### src/rtl/core/cfs_pkg.sv
// Shared types and constants for the colon field splitter.
// No dependencies; every other file of the block uses this package.
`default_nettype none

package cfs_pkg;

  localparam int FIELD_LIMIT_DEFAULT = 64;

  localparam int BYTE_W       = 8;
  localparam int MAX_FIELDS_W = 7;
  localparam int INDEX_W      = 6;
  localparam int COUNT_W      = 7;

  localparam logic [MAX_FIELDS_W-1:0] MAX_FIELDS_RESET = 7'd64;

  // One result per input byte.
  typedef struct packed {
    logic               field_start;
    logic               field_byte;
    logic [INDEX_W-1:0] field_index;
    logic               line_done;
    logic [COUNT_W-1:0] field_count;
    logic               parse_error;
  } result_t;

endpackage

`default_nettype wire

### src/rtl/core/cfs_if.sv
// Handshake channels of the colon field splitter: input bytes and results.
// Depends on cfs_pkg for the field widths.
`default_nettype none

interface cfs_line_if;
  logic                      valid;
  logic                      ready;
  logic [cfs_pkg::BYTE_W-1:0] byte_value;

  modport source (output valid, output byte_value, input ready);
  modport sink   (input valid, input byte_value, output ready);
endinterface

interface cfs_result_if;
  logic                        valid;
  logic                        ready;
  logic                        field_start;
  logic                        field_byte;
  logic [cfs_pkg::INDEX_W-1:0] field_index;
  logic                        line_done;
  logic [cfs_pkg::COUNT_W-1:0] field_count;
  logic                        parse_error;

  modport source (output valid, output field_start, output field_byte, output field_index,
                  output line_done, output field_count, output parse_error, input ready);
  modport sink   (input valid, input field_start, input field_byte, input field_index,
                  input line_done, input field_count, input parse_error, output ready);
endinterface

`default_nettype wire

### src/rtl/core/cfs_in_stage.sv
// Input register of the colon field splitter: holds one accepted byte.
// Depends on cfs_pkg and the cfs_line_if interface.
`default_nettype none

module cfs_in_stage (
  input  wire logic                       clk,
  input  wire logic                       rst,
  cfs_line_if.sink                        line,
  input  wire logic                       advance,
  output logic                            held_valid,
  output logic [cfs_pkg::BYTE_W-1:0]      held_byte
);

  // A new request enters when the register is empty or drains this cycle.
  assign line.ready = !held_valid || advance;

  always_ff @(posedge clk) begin
    if (rst) begin
      held_valid <= 1'b0;
    end else if (line.ready) begin
      held_valid <= line.valid;
    end
  end

  always_ff @(posedge clk) begin
    if (line.ready && line.valid) begin
      held_byte <= line.byte_value;
    end
  end

endmodule

`default_nettype wire

### src/rtl/core/cfs_parser.sv
// Line parser of the colon field splitter: mode state and per-byte decode.
// Depends on cfs_pkg for the result type and widths.
`default_nettype none

module cfs_parser #(
  parameter int FIELD_LIMIT = cfs_pkg::FIELD_LIMIT_DEFAULT
) (
  input  wire logic                             clk,
  input  wire logic                             rst,
  input  wire logic                             step,
  input  wire logic [cfs_pkg::BYTE_W-1:0]       byte_value,
  input  wire logic [cfs_pkg::MAX_FIELDS_W-1:0] max_fields,
  output cfs_pkg::result_t                      result
);

  localparam int CNT_W = $clog2(FIELD_LIMIT + 1);
  localparam int CMP_W = (CNT_W > cfs_pkg::COUNT_W) ? CNT_W : cfs_pkg::COUNT_W;

  localparam logic [cfs_pkg::BYTE_W-1:0] CH_NUL   = 8'h00;
  localparam logic [cfs_pkg::BYTE_W-1:0] CH_SPACE = 8'h20;
  localparam logic [cfs_pkg::BYTE_W-1:0] CH_TAB   = 8'h09;
  localparam logic [cfs_pkg::BYTE_W-1:0] CH_COLON = 8'h3A;
  localparam logic [cfs_pkg::BYTE_W-1:0] CH_DASH  = 8'h2D;
  localparam logic [cfs_pkg::BYTE_W-1:0] CH_UNDER = 8'h5F;
  localparam logic [cfs_pkg::BYTE_W-1:0] CH_SLASH = 8'h2F;
  localparam logic [cfs_pkg::BYTE_W-1:0] CH_STAR  = 8'h2A;

  typedef enum logic [7:0] {
    MODE_START  = 8'b0000_0001,
    MODE_DATA   = 8'b0000_0010,
    MODE_AFTER  = 8'b0000_0100,
    MODE_SLASH  = 8'b0000_1000,
    MODE_REMARK = 8'b0001_0000,
    MODE_RSTAR  = 8'b0010_0000,
    MODE_ERROR  = 8'b0100_0000,
    MODE_IGNORE = 8'b1000_0000
  } mode_t;

  function automatic logic is_data(input logic [cfs_pkg::BYTE_W-1:0] c);
    is_data = (c >= 8'h61 && c <= 8'h7A) || (c >= 8'h41 && c <= 8'h5A) ||
              (c >= 8'h30 && c <= 8'h39) || c == CH_DASH || c == CH_UNDER;
  endfunction

  mode_t            mode, mode_next;
  logic             resume, resume_next;
  logic [CNT_W-1:0] found, found_next;

  logic [CMP_W-1:0] found_ext, found_plus, found_minus, limit;
  logic             ws, data_c, at_limit;

  always_comb begin
    found_ext   = CMP_W'(found);
    found_plus  = found_ext + CMP_W'(1);
    found_minus = found_ext - CMP_W'(1);
    if (CMP_W'(max_fields) > CMP_W'(FIELD_LIMIT)) begin
      limit = CMP_W'(FIELD_LIMIT);
    end else begin
      limit = CMP_W'(max_fields);
    end
    at_limit = found_ext >= limit;
    ws       = byte_value == CH_SPACE || byte_value == CH_TAB;
    data_c   = is_data(byte_value);
  end

  always_comb begin
    result      = '0;
    mode_next   = mode;
    resume_next = resume;
    found_next  = found;
    if (byte_value == CH_NUL) begin
      result.line_done   = 1'b1;
      result.field_count = found_ext[cfs_pkg::COUNT_W-1:0];
      result.parse_error = mode == MODE_ERROR || mode == MODE_SLASH ||
                           mode == MODE_REMARK || mode == MODE_RSTAR;
      mode_next   = MODE_START;
      resume_next = 1'b0;
      found_next  = '0;
    end else begin
      case (mode)
        MODE_START: begin
          if (at_limit) begin
            mode_next = MODE_IGNORE;
          end else if (ws) begin
            mode_next = MODE_START;
          end else if (byte_value == CH_SLASH) begin
            resume_next = 1'b0;
            mode_next   = MODE_SLASH;
          end else if (data_c) begin
            result.field_start = 1'b1;
            result.field_byte  = 1'b1;
            result.field_index = found_ext[cfs_pkg::INDEX_W-1:0];
            found_next         = found_plus[CNT_W-1:0];
            mode_next          = MODE_DATA;
          end else if (byte_value == CH_COLON) begin
            // A colon where a field may start is an empty field of its own.
            result.field_start = 1'b1;
            result.field_index = found_ext[cfs_pkg::INDEX_W-1:0];
            found_next         = found_plus[CNT_W-1:0];
            mode_next          = (found_plus >= limit) ? MODE_IGNORE : MODE_START;
          end else begin
            mode_next = MODE_ERROR;
          end
        end
        MODE_DATA, MODE_AFTER: begin
          if (mode == MODE_DATA && data_c) begin
            result.field_byte  = 1'b1;
            result.field_index = found_minus[cfs_pkg::INDEX_W-1:0];
          end else if (ws) begin
            mode_next = MODE_AFTER;
          end else if (byte_value == CH_SLASH) begin
            resume_next = 1'b1;
            mode_next   = MODE_SLASH;
          end else if (byte_value == CH_COLON) begin
            // This colon closes the open field and opens nothing.
            mode_next = at_limit ? MODE_IGNORE : MODE_START;
          end else begin
            mode_next = MODE_ERROR;
          end
        end
        MODE_SLASH: begin
          mode_next = (byte_value == CH_STAR) ? MODE_REMARK : MODE_ERROR;
        end
        MODE_REMARK: begin
          if (byte_value == CH_STAR) begin
            mode_next = MODE_RSTAR;
          end
        end
        MODE_RSTAR: begin
          if (byte_value == CH_SLASH) begin
            mode_next = resume ? MODE_AFTER : MODE_START;
          end else if (byte_value != CH_STAR) begin
            mode_next = MODE_REMARK;
          end
        end
        default: begin
          mode_next = mode;
        end
      endcase
    end
  end

  always_ff @(posedge clk) begin
    if (rst) begin
      mode   <= MODE_START;
      resume <= 1'b0;
      found  <= '0;
    end else if (step) begin
      mode   <= mode_next;
      resume <= resume_next;
      found  <= found_next;
    end
  end

endmodule

`default_nettype wire

### src/rtl/core/cfs_out_stage.sv
// Result register of the colon field splitter, driving the result channel.
// Depends on cfs_pkg and the cfs_result_if interface.
`default_nettype none

module cfs_out_stage (
  input  wire logic              clk,
  input  wire logic              rst,
  cfs_result_if.source           result,
  input  wire logic              load,
  input  cfs_pkg::result_t       data,
  output logic                   space
);

  cfs_pkg::result_t held;

  // The register can take a new result when empty or when its request is taken now.
  assign space = !result.valid || result.ready;

  always_ff @(posedge clk) begin
    if (rst) begin
      result.valid <= 1'b0;
    end else if (space) begin
      result.valid <= load;
    end
  end

  always_ff @(posedge clk) begin
    if (load) begin
      held <= data;
    end
  end

  assign result.field_start = held.field_start;
  assign result.field_byte  = held.field_byte;
  assign result.field_index = held.field_index;
  assign result.line_done   = held.line_done;
  assign result.field_count = held.field_count;
  assign result.parse_error = held.parse_error;

endmodule

`default_nettype wire

### src/rtl/core/colon_field_splitter_unit.sv
// Colon field splitter: a byte is taken every cycle while the result side takes its
// requests. An accepted byte is held in the input register, and its result is loaded into
// the result register when that register has space; it waits there until it is taken.
// The character decode and mode update stand between the two registers and keep the
// rate at one byte per cycle for as long as the result side takes its requests. A zero byte
// ends the line and carries the field count and error flag. max_fields is to be written
// by the user via cfg_we/cfg_wdata only while the block is idle, which it does not enforce.
// Values above FIELD_LIMIT act as FIELD_LIMIT. There is no clearing pass after reset.
// Depends on cfs_pkg, cfs_if, cfs_in_stage, cfs_parser and cfs_out_stage.
`default_nettype none

module colon_field_splitter_unit #(
  parameter int FIELD_LIMIT = cfs_pkg::FIELD_LIMIT_DEFAULT
) (
  input  wire logic                             clk,
  input  wire logic                             rst,
  cfs_line_if.sink                              line,
  cfs_result_if.source                          result,
  input  wire logic                             cfg_we,
  input  wire logic [cfs_pkg::MAX_FIELDS_W-1:0] cfg_wdata
);

  logic [cfs_pkg::MAX_FIELDS_W-1:0] max_fields;
  logic                             held_valid;
  logic [cfs_pkg::BYTE_W-1:0]       held_byte;
  logic                             space;
  logic                             advance;
  cfs_pkg::result_t                 step_result;

  always_ff @(posedge clk) begin
    if (rst) begin
      max_fields <= cfs_pkg::MAX_FIELDS_RESET;
    end else if (cfg_we) begin
      max_fields <= cfg_wdata;
    end
  end

  assign advance = held_valid && space;

  cfs_in_stage u_in (
    .clk        (clk),
    .rst        (rst),
    .line       (line),
    .advance    (advance),
    .held_valid (held_valid),
    .held_byte  (held_byte)
  );

  cfs_parser #(
    .FIELD_LIMIT (FIELD_LIMIT)
  ) u_parser (
    .clk        (clk),
    .rst        (rst),
    .step       (advance),
    .byte_value (held_byte),
    .max_fields (max_fields),
    .result     (step_result)
  );

  cfs_out_stage u_out (
    .clk    (clk),
    .rst    (rst),
    .result (result),
    .load   (advance),
    .data   (step_result),
    .space  (space)
  );

`ifndef SYNTHESIS
  a_done_not_field: assert property (@(posedge clk) disable iff (rst)
    result.valid && result.line_done |-> !result.field_start && !result.field_byte)
    else $error("line end result marks a field byte");

  a_count_limit: assert property (@(posedge clk) disable iff (rst)
    result.valid && result.line_done |->
      result.field_count <= max_fields && 32'(result.field_count) <= FIELD_LIMIT)
    else $error("field count beyond the field limit");

  a_step_lands: assert property (@(posedge clk) disable iff (rst)
    advance |=> result.valid)
    else $error("parsed byte did not reach the result register");

  a_quiet_fields: assert property (@(posedge clk) disable iff (rst)
    result.valid && !result.field_start && !result.field_byte |-> result.field_index == '0)
    else $error("field index set on a byte outside any field");
`endif

endmodule

`default_nettype wire

### src/flat_wrapper.sv
// flat-port wrapper written by rule: the top's interface ports become plain ports
module colon_field_splitter_unit_flat 
#(
  parameter int FIELD_LIMIT = cfs_pkg::FIELD_LIMIT_DEFAULT
)
  (clk, rst, cfg_we, cfg_wdata, line_valid, line_byte_value, line_ready, result_valid, result_field_start, result_field_byte, result_field_index, result_line_done, result_field_count, result_parse_error, result_ready);
  cfs_line_if line_i ();
  cfs_result_if result_i ();
  input  wire logic clk;
  input  wire logic rst;
  input  wire logic cfg_we;
  input  wire logic [cfs_pkg::MAX_FIELDS_W-1:0] cfg_wdata;
  input wire logic [$bits(line_i.valid)-1:0] line_valid;
  input wire logic [$bits(line_i.byte_value)-1:0] line_byte_value;
  output wire logic [$bits(line_i.ready)-1:0] line_ready;
  output wire logic [$bits(result_i.valid)-1:0] result_valid;
  output wire logic [$bits(result_i.field_start)-1:0] result_field_start;
  output wire logic [$bits(result_i.field_byte)-1:0] result_field_byte;
  output wire logic [$bits(result_i.field_index)-1:0] result_field_index;
  output wire logic [$bits(result_i.line_done)-1:0] result_line_done;
  output wire logic [$bits(result_i.field_count)-1:0] result_field_count;
  output wire logic [$bits(result_i.parse_error)-1:0] result_parse_error;
  input wire logic [$bits(result_i.ready)-1:0] result_ready;
  assign line_i.valid = line_valid;
  assign line_i.byte_value = line_byte_value;
  assign line_ready = line_i.ready;
  assign result_valid = result_i.valid;
  assign result_field_start = result_i.field_start;
  assign result_field_byte = result_i.field_byte;
  assign result_field_index = result_i.field_index;
  assign result_line_done = result_i.line_done;
  assign result_field_count = result_i.field_count;
  assign result_parse_error = result_i.parse_error;
  assign result_i.ready = result_ready;
  colon_field_splitter_unit #(.FIELD_LIMIT(FIELD_LIMIT)) u_core (.clk(clk), .rst(rst), .line(line_i), .result(result_i), .cfg_we(cfg_we), .cfg_wdata(cfg_wdata));
endmodule
### config.mk
export PLATFORM = sky130hd
export DESIGN_NAME = colon_field_splitter_unit_flat
export DESIGN_NICKNAME = d
export VERILOG_FILES = /design/src/rtl/core/cfs_pkg.sv /design/src/rtl/core/cfs_if.sv /design/src/rtl/core/cfs_in_stage.sv /design/src/rtl/core/cfs_parser.sv /design/src/rtl/core/cfs_out_stage.sv /design/src/rtl/core/colon_field_splitter_unit.sv /design/src/flat_wrapper.sv
export SDC_FILE = /design/constraint.sdc
export NUM_CORES = 1
export LEC_CHECK = 0
export BUFFER_PORTS_ARGS = -buffer_cell sky130_fd_sc_hd__clkbuf_2
export CAP_MARGIN = 20
export CELL_PAD_IN_SITES_DETAIL_PLACEMENT = 0
export CELL_PAD_IN_SITES_GLOBAL_PLACEMENT = 1
export CORE_ASPECT_RATIO = 2
export CORE_MARGIN = 1
export CORE_UTILIZATION = 48
export DETAILED_ROUTE_END_ITERATION = 6
export GPL_ROUTABILITY_DRIVEN = 0
export GPL_TIMING_DRIVEN = 0
export HOLD_SLACK_MARGIN = 0.1
export PLACE_DENSITY_LB_ADDON = 0.1
export SLEW_MARGIN = 20
export SYNTH_ARGS = -nofsm -noshare
export SYNTH_HDL_FRONTEND = slang
export SYNTH_HIERARCHICAL = 1
export SYNTH_SLANG_ARGS = --single-unit
### constraint.sdc
create_clock -name clk -period 4.2 [get_ports clk]
set_clock_uncertainty 0.1 [all_clocks]
set_input_delay 0.63 -clock clk [delete_from_list [all_inputs] [get_ports clk]]
set_output_delay 0.63 -clock clk [all_outputs]
set_load 0.01 [all_outputs]
[Word level (Yosys, flattened, before mapping)]
Index checks and enable logic that the tools add are counted.
W data, S select, Z words.
Operators by class
  add/sub/neg operators: 2
  bitwise gates (word level): 1
  reduce and logical (&&, ||, !) cells: 28
  magnitude comparators: 9
  equal/unequal tests: 26
  mux-type cells: 45
Operator list (number)
  $mux W8: 15
  $mux W7: 13
  $eq A8 B6 Y1 const B: 6
  $pmux W8 S5: 1
  $ne A3 B3 Y1 const B: 6
  $eq A8 B4 Y1 const B: 2
  $eq A8 B7 Y1 const B: 2
  $ge A8 B7 Y1 const B: 2
  $le A8 B7 Y1 const B: 2
  $ge A7 B7 Y1: 2
  $pmux W7 S2: 1
  $mux W6: 2
  $logic_or A1 B1 Y1: 10
  $mux W1: 10
  $mux W9: 1
  $eq A8 B1 Y1 const B: 1
  $eq A8 B2 Y1 const B: 1
  $eq A8 B3 Y1 const B: 1
  $eq A8 B5 Y1 const B: 1
  $ge A8 B6 Y1 const B: 1
  $le A8 B6 Y1 const B: 1
  $logic_not A8 Y1: 1
  $ne A8 B6 Y1 const B: 1
  $reduce_and A8 Y1: 1
  other kinds (19): 27
Word-level totals
  register bits: 50
  output and inout port bits: 19

[Depth between registers and ports, before layout]
Gate-level depths: netlist of the first run.
  depth in word-level cells: 12
  depth in mapped cells: 10

[By module]
Netlist of the first run, hierarchy kept.
Modules (own cells, without submodules)
  cfs_parser: cells an instance 260, times used 1, area an instance 1938.1 um^2, seq. area each 320.3 um^2
  cfs_out_stage: cells an instance 21, times used 1, area an instance 556.8 um^2, seq. area each 530.5 um^2
  cfs_in_stage: cells an instance 13, times used 1, area an instance 295.3 um^2, seq. area each 260.2 um^2
  colon_field_splitter_unit: cells an instance 23, times used 1, area an instance 257.7 um^2, seq. area each 140.1 um^2

[Worst setup path after synthesis of the first run]
No wires, ideal clock.
  path type: input-to-reg
  start point: input result_ready
  end point: register u_core.u_parser.mode[6]
  setup slack: 1522 ps
  path buffers: 1
  data required time: 4008 ps
  arrival time: 2485 ps
  cell stages on the path: 7
  cell sequence: nand2b_4 > and2_1 > clkbuf_1 > a21boi_0 > nand2_1 > or4_4 > o32ai_1
Between the ends
  longest elaborated chain between the ends: 3
Ends and longest elaborated chain
  start, declared: RTL line flat_wrapper.sv:23  | input wire logic [$bits(result_i.ready)-1:0] result_ready;
  $logic_or A1 B1 Y1: RTL line cfs_out_stage.sv:17  | assign space = !result.valid || result.ready;
  $logic_and A1 B1 Y1: RTL line colon_field_splitter_unit.sv:38  | assign advance = held_valid && space;
  via u_core.advance: RTL line colon_field_splitter_unit.sv:27  | logic advance;
  $reduce_and A5 Y1 (no line)
  end signal, assigned: RTL line cfs_parser.sv:148  | mode <= mode_next;
  end, declared: RTL line cfs_parser.sv:44  | mode_t mode, mode_next;
The timed path passes the listed nets, and every way through them passes these cells.
A chain may end at the register's enable or synchronous reset.

[Worst setup path in the final report of the first run]
  start point: register u_core.u_parser.found[0]
  end point: register u_core.u_parser.found[2]
Between the ends
  longest elaborated chain between the ends: 8
  elaborated cells between the ends (all ways): 11
Ends and longest elaborated chain
  start, declared: RTL line cfs_parser.sv:46  | logic [CNT_W-1:0] found, found_next;
  start signal, assigned: RTL line cfs_parser.sv:150  | found <= found_next;
  $add A7 B1 Y7: RTL line cfs_parser.sv:53  | found_plus = found_ext + CMP_W'(1);
  $mux W7: RTL line cfs_parser.sv:94  | end else if (byte_value == CH_COLON) begin
  $mux W7: RTL line cfs_parser.sv:88  | end else if (data_c) begin
  $mux W7: RTL line cfs_parser.sv:85  | end else if (byte_value == CH_SLASH) begin
  $mux W7: RTL line cfs_parser.sv:83  | end else if (ws) begin
  $mux W7: RTL line cfs_parser.sv:81  | if (at_limit) begin
  $mux W7: RTL line cfs_parser.sv:79  | case (mode)
  $mux W7: RTL line cfs_parser.sv:70  | if (byte_value == CH_NUL) begin
Parallel ways exist; a longest one is shown, timed or not. The select of a mux whose other input is x is not followed.

==> results of run 1 <==
==> final timing paths <==
kind,start,end,slack [ns]
worst max-delay path,u_core/u_parser/found[0],u_core/u_parser/found[2],1.03
worst min-delay path,u_core/u_out/result.valid,u_core/u_out/result.valid,0.39
worst max register to register,u_core/u_parser/found[0],u_core/u_parser/found[2],1.03
worst min register to register,u_core/u_out/result.valid,u_core/u_out/result.valid,0.39
==> power breakdown <==
group          total (mW)  internal (mW)  switching, mW
registers           0.557          0.538         0.0190
logic               0.182         0.0703          0.111
clock network       0.525          0.342          0.183
==> placed cells by master, fill, tap and decap left out, types with 5 or more instances in the layout <==
cell type and instances:
a21oi_1 14, a31oi_1 6, and2_1 8, clkbuf_1 12
clkbuf_16 5, clkbuf_2 37, dfxtp_1 25, edfxtp_1 25
ha_1 17, inv_1 13, mux2i_1 9, nand2_1 26
nand3_1 11, nor2_1 19, nor3_1 9, o21ai_0 16
==> cell type report <==
type | count | area (um2) | share of cell area [%]
Buffer | 14 | 61.31 | 1.736
Clock buffer | 5 | 125.1 | 3.542
Clock inverter | 3 | 68.82 | 1.948
Inverter | 13 | 48.80 | 1.382
Multi-Input combinational cell | 240 | 1687 | 47.75
Sequential cell | 50 | 1251 | 35.42
Tap cell | 84 | 105.1 | 2.976
Timing Repair Buffer | 37 | 185.2 | 5.243
==> flip-flops by register name, summed over array words and instances (netlist names) <==
| name | cells |
|---|---|
| u_core/max_fields | 7 |
| u_core/u_in/held_byte | 8 |
| u_core/u_in/held_valid | 1 |
| u_core/u_out/result.field_byte | 1 |
| u_core/u_out/result.field_count | 7 |
| u_core/u_out/result.field_index | 6 |
| u_core/u_out/result.field_start | 1 |
| u_core/u_out/result.line_done | 1 |
| u_core/u_out/result.parse_error | 1 |
| u_core/u_out/result.valid | 1 |
| u_core/u_parser/found | 7 |
| u_core/u_parser/mode | 8 |
| u_core/u_parser/resume | 1 |
==> logic make-up (layout without fill, tap and decap cells) <==
logic type	count (synthesis)	in the layout	synth area share, %
and+or+nand+nor	123	123	23.85
muxes	9	9	2.956
adders and majority gates	17	17	6.979
AOI/OAI and AO/OA	83	83	19.25
buffers and inverters	27	72	3.612
DFF	50	50	41.05
xor gates and xnor gates	8	8	2.299
==> layer usage <==
metal,part of all wire [%],track usage (%)
met1,35,23.39
met3,1.9,3.616
met4,4.4,15.71
met5,0,0
met2,59,46.59
==> stage by stage <==
| stage | total power, mW | hold slack (ns) | instances |
|---|---|---|---|
| floorplan | 0.6878 | 0.3520 | 317 |
| global placement | 0.7458 | 0.3643 | 438 |
| detailed placement | 0.7492 | 0.3824 | 438 |
| CTS | 1.277 | 0.3972 | 446 |
| global route | 1.311 | 0.3987 | 446 |
| finish | 1.264 | 0.3923 | 446 |
==> worst reg2reg max path, stage by stage (launching register included) <==
cell      delay, ns
dfxtp_1        0.51
inv_1          0.21
ha_1           0.33
nor2b_1        0.09
o21ai_0        0.12
o21ai_0        0.66
o311a_1        0.40
buf_2          0.25
a31oi_1        0.11
a311oi_1       0.29
==> qor.csv, run 1 <==
metric,value,unit
finalWorstSetupSlack,1.030,ns
async_reset_ff_share,0,%
cts_buffers,5,
critPathMaxFanout,10,
clk_pin_slew,0.07,ns
synth_nets,354,
fin_area,3532,um2
die_y,114.7,um
design.core.area,6056,um2
num_antenna_cells,0,
drt_iter0_drc,110,
power_density,357.8,nW/um2
grt_pass1_vias,2547,
io_buffer_count,37,
cp_data_arrival_time,3.27,ns
path_cells,inv_1 > ha_1 > nor2b_1 > o21ai_0 > o21ai_0 > o311a_1 > buf_2 > a31oi_1 > a311oi_1,
yosysTopAreaCell,edfxtp_1,
grt_max_degree,21,
placed_area,3338,um2
path_depth,9,
hold_violations,0,
num_vias,2571,
critPathMaxStageDelay,0.66,ns
cts-hold-fix-buffers,0,
hold_path_class,flip-flop to flip-flop,
dr.pass1.iters,4,
ys_seq_elements,50,
synth_cell_types,62,
grt_pass1_wl,12120,um
final_antenna_net_count,0,
syn_avg_cell_area,9.615,um2
cp-end-kind,flip-flop,
slew-limit-headroom,37.04,%
grtUsageTotal,24.58,%
synthFlopType,edfxtp_1,
synthTopCellsByCount,"26 x nand2_1, 25 x dfxtp_1, 25 x edfxtp_1",
wire_per_inst,16.91,um
cp.required,4.30,ns
dp_hpwl,5896,um
irDropWorstVdd,0.0003017,V
clk_path_buf_depth,2,
via_per_inst,5.765,
synth_warnings,6,
worst_pin_slew,0.9445,ns
io_pins,39,
syn_inst,317,
path_class,flip-flop to flip-flop,
fin_util,58.33,%
area_growth,15.89,%
synth_top_area_share,24.63,%
fillCellCount,570,
yosysSeqAreaShare,41.05,%
die-area,6692,um2
h-tree-depth,2,
drive_gt1_share,17.96,%
fp-row-count,40,
drc,0,
cts_setup_buffers,0,
ctsResizeCount,0,
critical-path-slowest-cell,o21ai_0,
rsz0062_at_grt,false,
hold_depth,2,
finalSetupViolCount,0,
fmax,0.3155,GHz
crit_buf_inv,2,
synth_area_leaders,"edfxtp_1 25%, dfxtp_1 16%, ha_1 7.0%",
crit_family,compound AO/OA/AOI/OAI gates,
start_util,50.33,%
period_minus_slack,3.170,ns
finalSetupTns,0,ns
grt.overflow.total,0,
syn-cell-area,3048,um2
drv_slew,0,
synth.most_common_cell,nand2_1,
dp_slack,0.8953,ns
cts.sinks,50,
die_x,58.35,um
clock-root-buffer,clkbuf_16,
antenna_found_initial,0,
wl,7544,um
max_cap_viol_count,0,
synth_edf_count,25,
layout.nets,398,
crit_top_cell,o21ai_0,
reg2reg_depth,9,
start_kind,flip-flop,
min_period_over_period,75.48,%
status,"complete, no violations",
cts_tree,done,
clock_latency,0.30,ns
p_leak,1.425,nW
(Power assumes the default switching activity.)
==> run 2: changes to the inputs <==
--- a/config.mk
+++ b/config.mk
@@ -5,13 +5,14 @@
 export SDC_FILE = /design/constraint.sdc
 export NUM_CORES = 1
 export LEC_CHECK = 0
+export ABC_AREA = 1
 export BUFFER_PORTS_ARGS = -buffer_cell sky130_fd_sc_hd__clkbuf_2
 export CAP_MARGIN = 20
 export CELL_PAD_IN_SITES_DETAIL_PLACEMENT = 0
 export CELL_PAD_IN_SITES_GLOBAL_PLACEMENT = 1
 export CORE_ASPECT_RATIO = 2
 export CORE_MARGIN = 1
-export CORE_UTILIZATION = 48
+export CORE_UTILIZATION = 43
 export DETAILED_ROUTE_END_ITERATION = 6
 export GPL_ROUTABILITY_DRIVEN = 0
 export GPL_TIMING_DRIVEN = 0
==> constraint.sdc (replaced) <==
create_clock -name clk -period 3.1 [get_ports clk]
set_clock_uncertainty 0.1 [all_clocks]
set_input_delay 0.465 -clock clk [delete_from_list [all_inputs] [get_ports clk]]
set_output_delay 0.465 -clock clk [all_outputs]
set_load 0.01 [all_outputs]
==> qor.csv, run 2 <==
metric,value,unit,change
cts.sinks,50,,unchanged
yosysTopAreaCell,edfxtp_1,,unchanged
ctsResizeCount,0,,unchanged
final_antenna_net_count,0,,unchanged
start_kind,flip-flop,,unchanged
synthTopCellsByCount,"102 x nand2_1, 68 x nor2_1, 58 x inv_1",,"was 26 x nand2_1, 25 x dfxtp_1, 25 x edfxtp_1"
finalSetupTns,0,ns,unchanged
drv_slew,0,,unchanged
slew-limit-headroom,33.24,%,was 37.04%
placed_area,3516,um2,was 3338 um2
p_sw_share,26.67,%,was 24.75%
fp-row-count,44,,was 40
syn_avg_cell_area,7.449,um2,was 9.615 um2
cts_tree,done,,unchanged
wl,7384,um,was 7544 um
p_clk_share,36.8,%,was 41.5%
cp-end-kind,flip-flop,,unchanged
grt_pass1_wl,12500,um,was 12120 um
min_from,line_byte_value[7],,was u_core/u_out/result.valid
status,"complete, no violations",,unchanged
synth_warnings,6,,unchanged
die_x,63.10,um,was 58.35 um
fin_area,3679,um2,was 3532 um2
pwr-share-comb,17.1,%,was 14.4%
cts_setup_buffers,0,,unchanged
dr.pass1.iters,4,,unchanged
cts_buffers,5,,unchanged
drt_iter0_drc,126,,was 110
worst_pin_slew,1.000,ns,was 0.9445 ns
clk_pin_slew,0.06,ns,was 0.07 ns
drc,0,,unchanged
ys_seq_elements,50,,unchanged
grt_pass1_vias,2772,,was 2547
period_minus_slack,2.663,ns,was 3.170 ns
io_pins,39,,unchanged
clk_path_buf_depth,2,,unchanged
die-area,7837,um2,was 6692 um2
irDropWorstVdd,0.0003118,V,was 0.0003017 V
rsz0062_at_grt,false,,unchanged
grtUsageTotal,20.84,%,was 24.58%
final_common_cell,nand2_1,,was clkbuf_2
design.core.area,7267,um2,was 6056 um2
fin_cells,569,,was 446
drive_gt1_share,19.29,%,was 17.96%
rr_endpoint,u_core/u_parser/mode[7],,was u_core/u_parser/found[2]
layout.nets,513,,was 398
path_class,flip-flop to flip-flop,,unchanged
synth.most_common_cell,nand2_1,,unchanged
hold_path_class,input port to flip-flop,,was flip-flop to flip-flop
start_util,44.18,%,was 50.33%
synth_top_area_share,23.38,%,was 24.63%
p_leak,1.785,nW,was 1.425 nW
max_cap_viol_count,0,,unchanged
hold_ws,0.2501,ns,was 0.3923 ns
p_switching,0.4397,mW,was 0.3128 mW
num_vias,2789,,was 2571
clock_latency,0.29,ns,was 0.30 ns
grt.overflow.total,0,,unchanged
wire_per_inst,12.98,um,was 16.91 um
synth_nets,468,,was 354
grt_max_degree,22,,was 21
via_per_inst,4.902,,was 5.765
cp_data_arrival_time,2.72,ns,was 3.27 ns
num_antenna_cells,0,,unchanged
power_density,448.1,nW/um2,was 357.8 nW/um2
syn-cell-area,3211,um2,was 3048 um2
syn_inst,431,,was 317
cp.required,3.16,ns,was 4.30 ns
r2r_start,u_core/u_parser/found[0],,unchanged
post-place-cells,561,,was 438
dp_hpwl,6077,um,was 5896 um
r2r_setup_slack,0.44,ns,was 1.03 ns
cts-hold-fix-buffers,0,,unchanged
seqPwrFrac,46.1,%,was 44.1%
largest_registers,"u_core/u_in/held_byte (8), u_core/u_parser/mode (8)",,unchanged
area_growth,14.58,%,was 15.89%
p_int,1.209,mW,was 0.9509 mW
h-tree-depth,2,,unchanged
reg2reg_depth,15,,was 9
synthFlopType,edfxtp_1,,unchanged
synth_cell_types,34,,was 62
layout_common_cells,"102 x nand2_1, 68 x nor2_1, 58 x inv_1",,"was 37 x clkbuf_2, 26 x nand2_1, 25 x dfxtp_1, 25 x edfxtp_1, 19 x nor2_1"
synth_edf_count,25,,unchanged
fmax,0.3755,GHz,was 0.3155 GHz
die_y,124.2,um,was 114.7 um
critPathMaxFanout,6,,was 10
synth_area_leaders,"edfxtp_1 23%, dfxtp_1 16%, nand2_1 12%",,"was edfxtp_1 25%, dfxtp_1 16%, ha_1 7.0%"
async_reset_ff_share,0,%,unchanged
hold_violations,0,,unchanged
clock-root-buffer,clkbuf_16,,unchanged
finalSetupViolCount,0,,unchanged
min_period_over_period,85.90,%,was 75.48%
hold_depth,1,,was 2
antenna_found_initial,0,,unchanged
io_buffer_count,38,,was 37
hold_path_end,u_core/u_in/held_byte[7],,was u_core/u_out/result.valid
yosysSeqAreaShare,38.97,%,was 41.05%
[run 2: cell count changes after synthesis, moves of 9 or more]
cell | previous run | this run
nand2_2 | 0 | 11
o21ai_0 | 16 | 6
nand2_1 | 26 | 102
clkbuf_1 | 12 | 2
nand3_1 | 11 | 25
nor2_1 | 19 | 68
nor2_2 | 0 | 12
inv_1 | 13 | 58
mux2i_1 | 9 | 0
[run 2: cell families after synthesis]
family	count (synthesis)	share of synthesized area, %
AND/OR/NAND/NOR	245	36.20
XOR/XNOR	8	2.182
buffers and inverters	69	8.612
adder cells (fa/ha/maj)	17	6.625
AO/OA/AOI/OAI	42	7.405
flip-flops	50	38.97
[run 2: area by class of cell]
class | instances | area, um2
Fill cell | 782 | 3588
Multi-Input combinational cell | 312 | 1683
Sequential cell | 50 | 1251
Inverter | 64 | 241.5
Timing Repair Buffer | 38 | 190.2
Clock buffer | 7 | 132.6
Tap cell | 92 | 115.1
Buffer | 5 | 35.03
Clock inverter | 1 | 30.03
[run 2: worst max-delay path by stage]
stage | to | slack [ns] | startpoint
global placement | u_core/u_parser/mode[7] | 0.41 | u_core/u_parser/found[0]
CTS | u_core/u_parser/mode[7] | 0.40 | u_core/u_parser/found[0]
global route | u_core/u_parser/mode[7] | 0.25 | u_core/u_parser/found[0]
floorplan | u_core/u_parser/mode[7] | 0.91 | u_core/u_parser/found[1]
finish | u_core/u_parser/mode[7] | 0.44 | u_core/u_parser/found[0]
detailed placement | u_core/u_parser/mode[7] | 0.42 | u_core/u_parser/found[0]
[run 2: power groups by stage]
stage,clock (mW),sequential [mW],combinational [mW]
floorplan,0,0.776,0.199
global placement,0,0.775,0.284
detailed placement,0,0.776,0.286
CTS,0.621,0.761,0.287
global route,0.641,0.766,0.319
finish,0.606,0.761,0.282
[run 2: metal layers]
metal | routed length (um) | vias up | GRT usage (%)
li1 | - | 1468 | -
met1 | 2720 | 1239 | 19.75
met2 | 3959 | 58 | 39.47
met3 | 201 | 24 | 2.114
met4 | 503 | 0 | 15.05
met5 | 0 | - | 0
[run 2: worst max-delay path: stages (launching register included)]
cell and delay, ns:
dfxtp_1 0.47, ha_1 0.23, nand3_1 0.12, nor3_1 0.26, xor2_1 0.23, ha_1 0.29
nand2_1 0.10, inv_1 0.04, a21oi_1 0.13, nand3_1 0.14, nand2_1 0.10, nand3_1 0.06
nand3_1 0.09, nor2_1 0.05, nor2_1 0.08, nor2_1 0.04
[run 2: metrics by stage]
| stage | util [%] | worst slack (ns) | total power, mW |
|---|---|---|---|
| after floorplan | - | 0.9054 | 0.9750 |
| after global placement | 48.38 | 0.4097 | 1.059 |
| after detailed placement | 48.38 | 0.4181 | 1.062 |
| after CTS | 50.62 | 0.4045 | 1.670 |
| after global routing | 50.62 | 0.2513 | 1.727 |
| final | 50.62 | 0.4371 | 1.648 |
==> run 3: changes to the inputs <==
--- a/config.mk
+++ b/config.mk
@@ -12,7 +12,7 @@
 export CELL_PAD_IN_SITES_GLOBAL_PLACEMENT = 1
 export CORE_ASPECT_RATIO = 2
 export CORE_MARGIN = 1
-export CORE_UTILIZATION = 43
+export CORE_UTILIZATION = 40
 export DETAILED_ROUTE_END_ITERATION = 6
 export GPL_ROUTABILITY_DRIVEN = 0
 export GPL_TIMING_DRIVEN = 0
==> qor.csv, run 3 (synthesis gave the netlist of run 2 again) <==
metric,value,unit,change
status,"complete, no violations",,unchanged
area_growth,13.87,%,was 14.58%
clk_path_buf_depth,2,,unchanged
use_met2,40.75,%,was 39.47%
largest_registers,"u_core/u_in/held_byte (8), u_core/u_parser/mode (8)",,unchanged
hold_path_end,u_core/u_in/held_byte[3],,was u_core/u_in/held_byte[7]
cts_buffers,5,,unchanged
irDropWorstVdd,0.0002897,V,was 0.0003118 V
start_util,41.93,%,was 44.18%
die_y,128.7,um,was 124.2 um
cp_data_arrival_time,2.74,ns,was 2.72 ns
hold_violations,0,,unchanged
io_pins,39,,unchanged
critPathMaxStageDelay,0.45,ns,was 0.47 ns
max_cap_viol_count,0,,unchanged
grt_pass1_vias,2847,,was 2772
period_minus_slack,2.681,ns,was 2.663 ns
final_common_cell,nand2_1,,unchanged
cp-end-kind,flip-flop,,unchanged
hold_depth,1,,unchanged
slew-limit-headroom,33.88,%,was 33.24%
gr-usage-met3,2.305,%,was 2.114%
worst_pin_slew,0.9908,ns,was 1.000 ns
antenna_found_initial,0,,unchanged
clock-root-buffer,clkbuf_16,,unchanged
num_vias,2791,,was 2789
wl,7623,um,was 7384 um
drv_slew,0,,unchanged
via_per_inst,4.888,,was 4.902
cts_tree,done,,unchanged
ctsResizeCount,0,,unchanged
h-tree-depth,2,,unchanged
grt.overflow.total,0,,unchanged
reg2reg_depth,15,,unchanged
grtUsageTotal,20.12,%,was 20.84%
finalSetupTns,0,ns,unchanged
met1_usage,19.48,%,was 19.75%
drc,0,,unchanged
start_kind,flip-flop,,unchanged
path_cells,ha_1 > nand3_1 > nor3_1 > xor2_1 > ha_1 > nand2_1 > inv_1 > a21oi_1 > nand3_1 > nand2_1 > nand3_1 > nand3_1 > nor2_1 > nor2_1 > nor2_1,,unchanged
die_x,65.35,um,was 63.10 um
cts.sinks,50,,unchanged
r2r_start,u_core/u_parser/found[1],,was u_core/u_parser/found[0]
min_from,line_byte_value[3],,was line_byte_value[7]
crit_top_cell,nand3_1,,unchanged
grt_max_degree,22,,unchanged
fin_area,3656,um2,was 3679 um2
dr.pass1.iters,4,,unchanged
drive_gt1_share,19.29,%,unchanged
design.core.area,7657,um2,was 7267 um2
placed_area,3518,um2,was 3516 um2
path_class,flip-flop to flip-flop,,unchanged
layout.nets,513,,unchanged
rr_endpoint,u_core/u_parser/mode[7],,unchanged
hold_path_class,input port to flip-flop,,unchanged
final_antenna_net_count,0,,unchanged
cts-hold-fix-buffers,0,,unchanged
critical-path-slowest-cell,dfxtp_1,,unchanged
wire_per_inst,13.35,um,was 12.98 um
die-area,8411,um2,was 7837 um2
dp_hpwl,6217,um,was 6077 um
layout_common_cells,"102 x nand2_1, 68 x nor2_1, 58 x inv_1",,unchanged
rsz0062_at_grt,false,,unchanged
dp_slack,0.4320,ns,was 0.4181 ns
io_buffer_count,38,,unchanged
p_leak,1.771,nW,was 1.785 nW
power_density,427.4,nW/um2,was 448.1 nW/um2
finalSetupViolCount,0,,unchanged
clk_pin_slew,0.07,ns,was 0.06 ns
fp-row-count,45,,was 44
r2r_setup_slack,0.42,ns,was 0.44 ns
cts_setup_buffers,0,,unchanged
clock_latency,0.29,ns,about the same
busiest_layer,met2,,unchanged
cp.required,3.16,ns,about the same
drt_iter0_drc,125,,was 126
finalWorstSetupSlack,0.4186,ns,was 0.4371 ns
num_antenna_cells,0,,unchanged
grt_pass1_wl,12790,um,was 12500 um
fmax,0.3729,GHz,was 0.3755 GHz
critPathMaxFanout,6,,unchanged
min_period_over_period,86.50,%,was 85.90%
[run 3: cell count changes in the layout (fill, tap and decap cells not counted), sizes merged]
cell,delta
bufinv,-1
clkinv,+1
clkinvlp,+1
clkbuf,-1
[run 3: metrics by stage]
step           instances  total power [mW]  hold WS, ns  utilization [%]
4_1_cts              571             1.581       0.2449            47.75
3_5_place_dp         563             1.063       0.3770            45.95
6_report             571             1.563       0.2507            47.75
5_1_grt              571             1.653       0.2383            47.75
2_1_floorplan        431            0.9750       0.3490                -
3_3_place_gp         563             1.060       0.3749            45.95
[run 3: worst max path at each step]
stage / start / to / slack [ns] / cells after the start
global placement: u_core/u_parser/found[0] / u_core/u_parser/mode[7] / 0.42 / 15
detailed placement: u_core/u_parser/found[0] / u_core/u_parser/mode[7] / 0.43 / 15
global route: u_core/u_parser/found[0] / u_core/u_parser/mode[7] / 0.15 / 15
finish: u_core/u_parser/found[1] / u_core/u_parser/mode[7] / 0.42 / 15
floorplan: u_core/u_parser/found[1] / u_core/u_parser/mode[7] / 0.91 / 15
CTS: u_core/u_parser/found[1] / u_core/u_parser/mode[7] / 0.42 / 15
[run 3: critical path: cells and delay by family (launching register included)]
family | cells | cell delay (ns)
AO/OA/AOI/OAI | 1 | 0.13
flip-flops | 1 | 0.45
buffers and inverters | 1 | 0.04
AND/OR/NAND/NOR | 10 | 1.08
adder cells (fa/ha/maj) | 2 | 0.52
XOR/XNOR | 1 | 0.22
[run 3: cell type report]
class                   instances  area [um2]
plain buffers                   5       35.03
clock buffers                   6       128.9
clock inverters                 2       8.758
fillers                       834        4001
inverters                      64       241.5
multi-input cells             312        1683
flip-flops and latches         50        1251
well taps                      94       117.6
repair buffers                 38       190.2
[run 3: layer usage]
layer | share of wire [%] | wire length [um] | vias to the layer above
met5 | 0 | 0 | -
li1 | - | - | 1471
met2 | 57 | 4341 | 46
met3 | 2.6 | 195 | 11
met4 | 2.8 | 215 | 0
met1 | 38 | 2871 | 1263
[run 3: power breakdown]
group	switching, mW	total [mW]	internal [mW]
Sequential	0.0297	0.761	0.732
Combinational	0.189	0.285	0.0954
Clock	0.222	0.517	0.294
Total	0.441	1.56	1.12
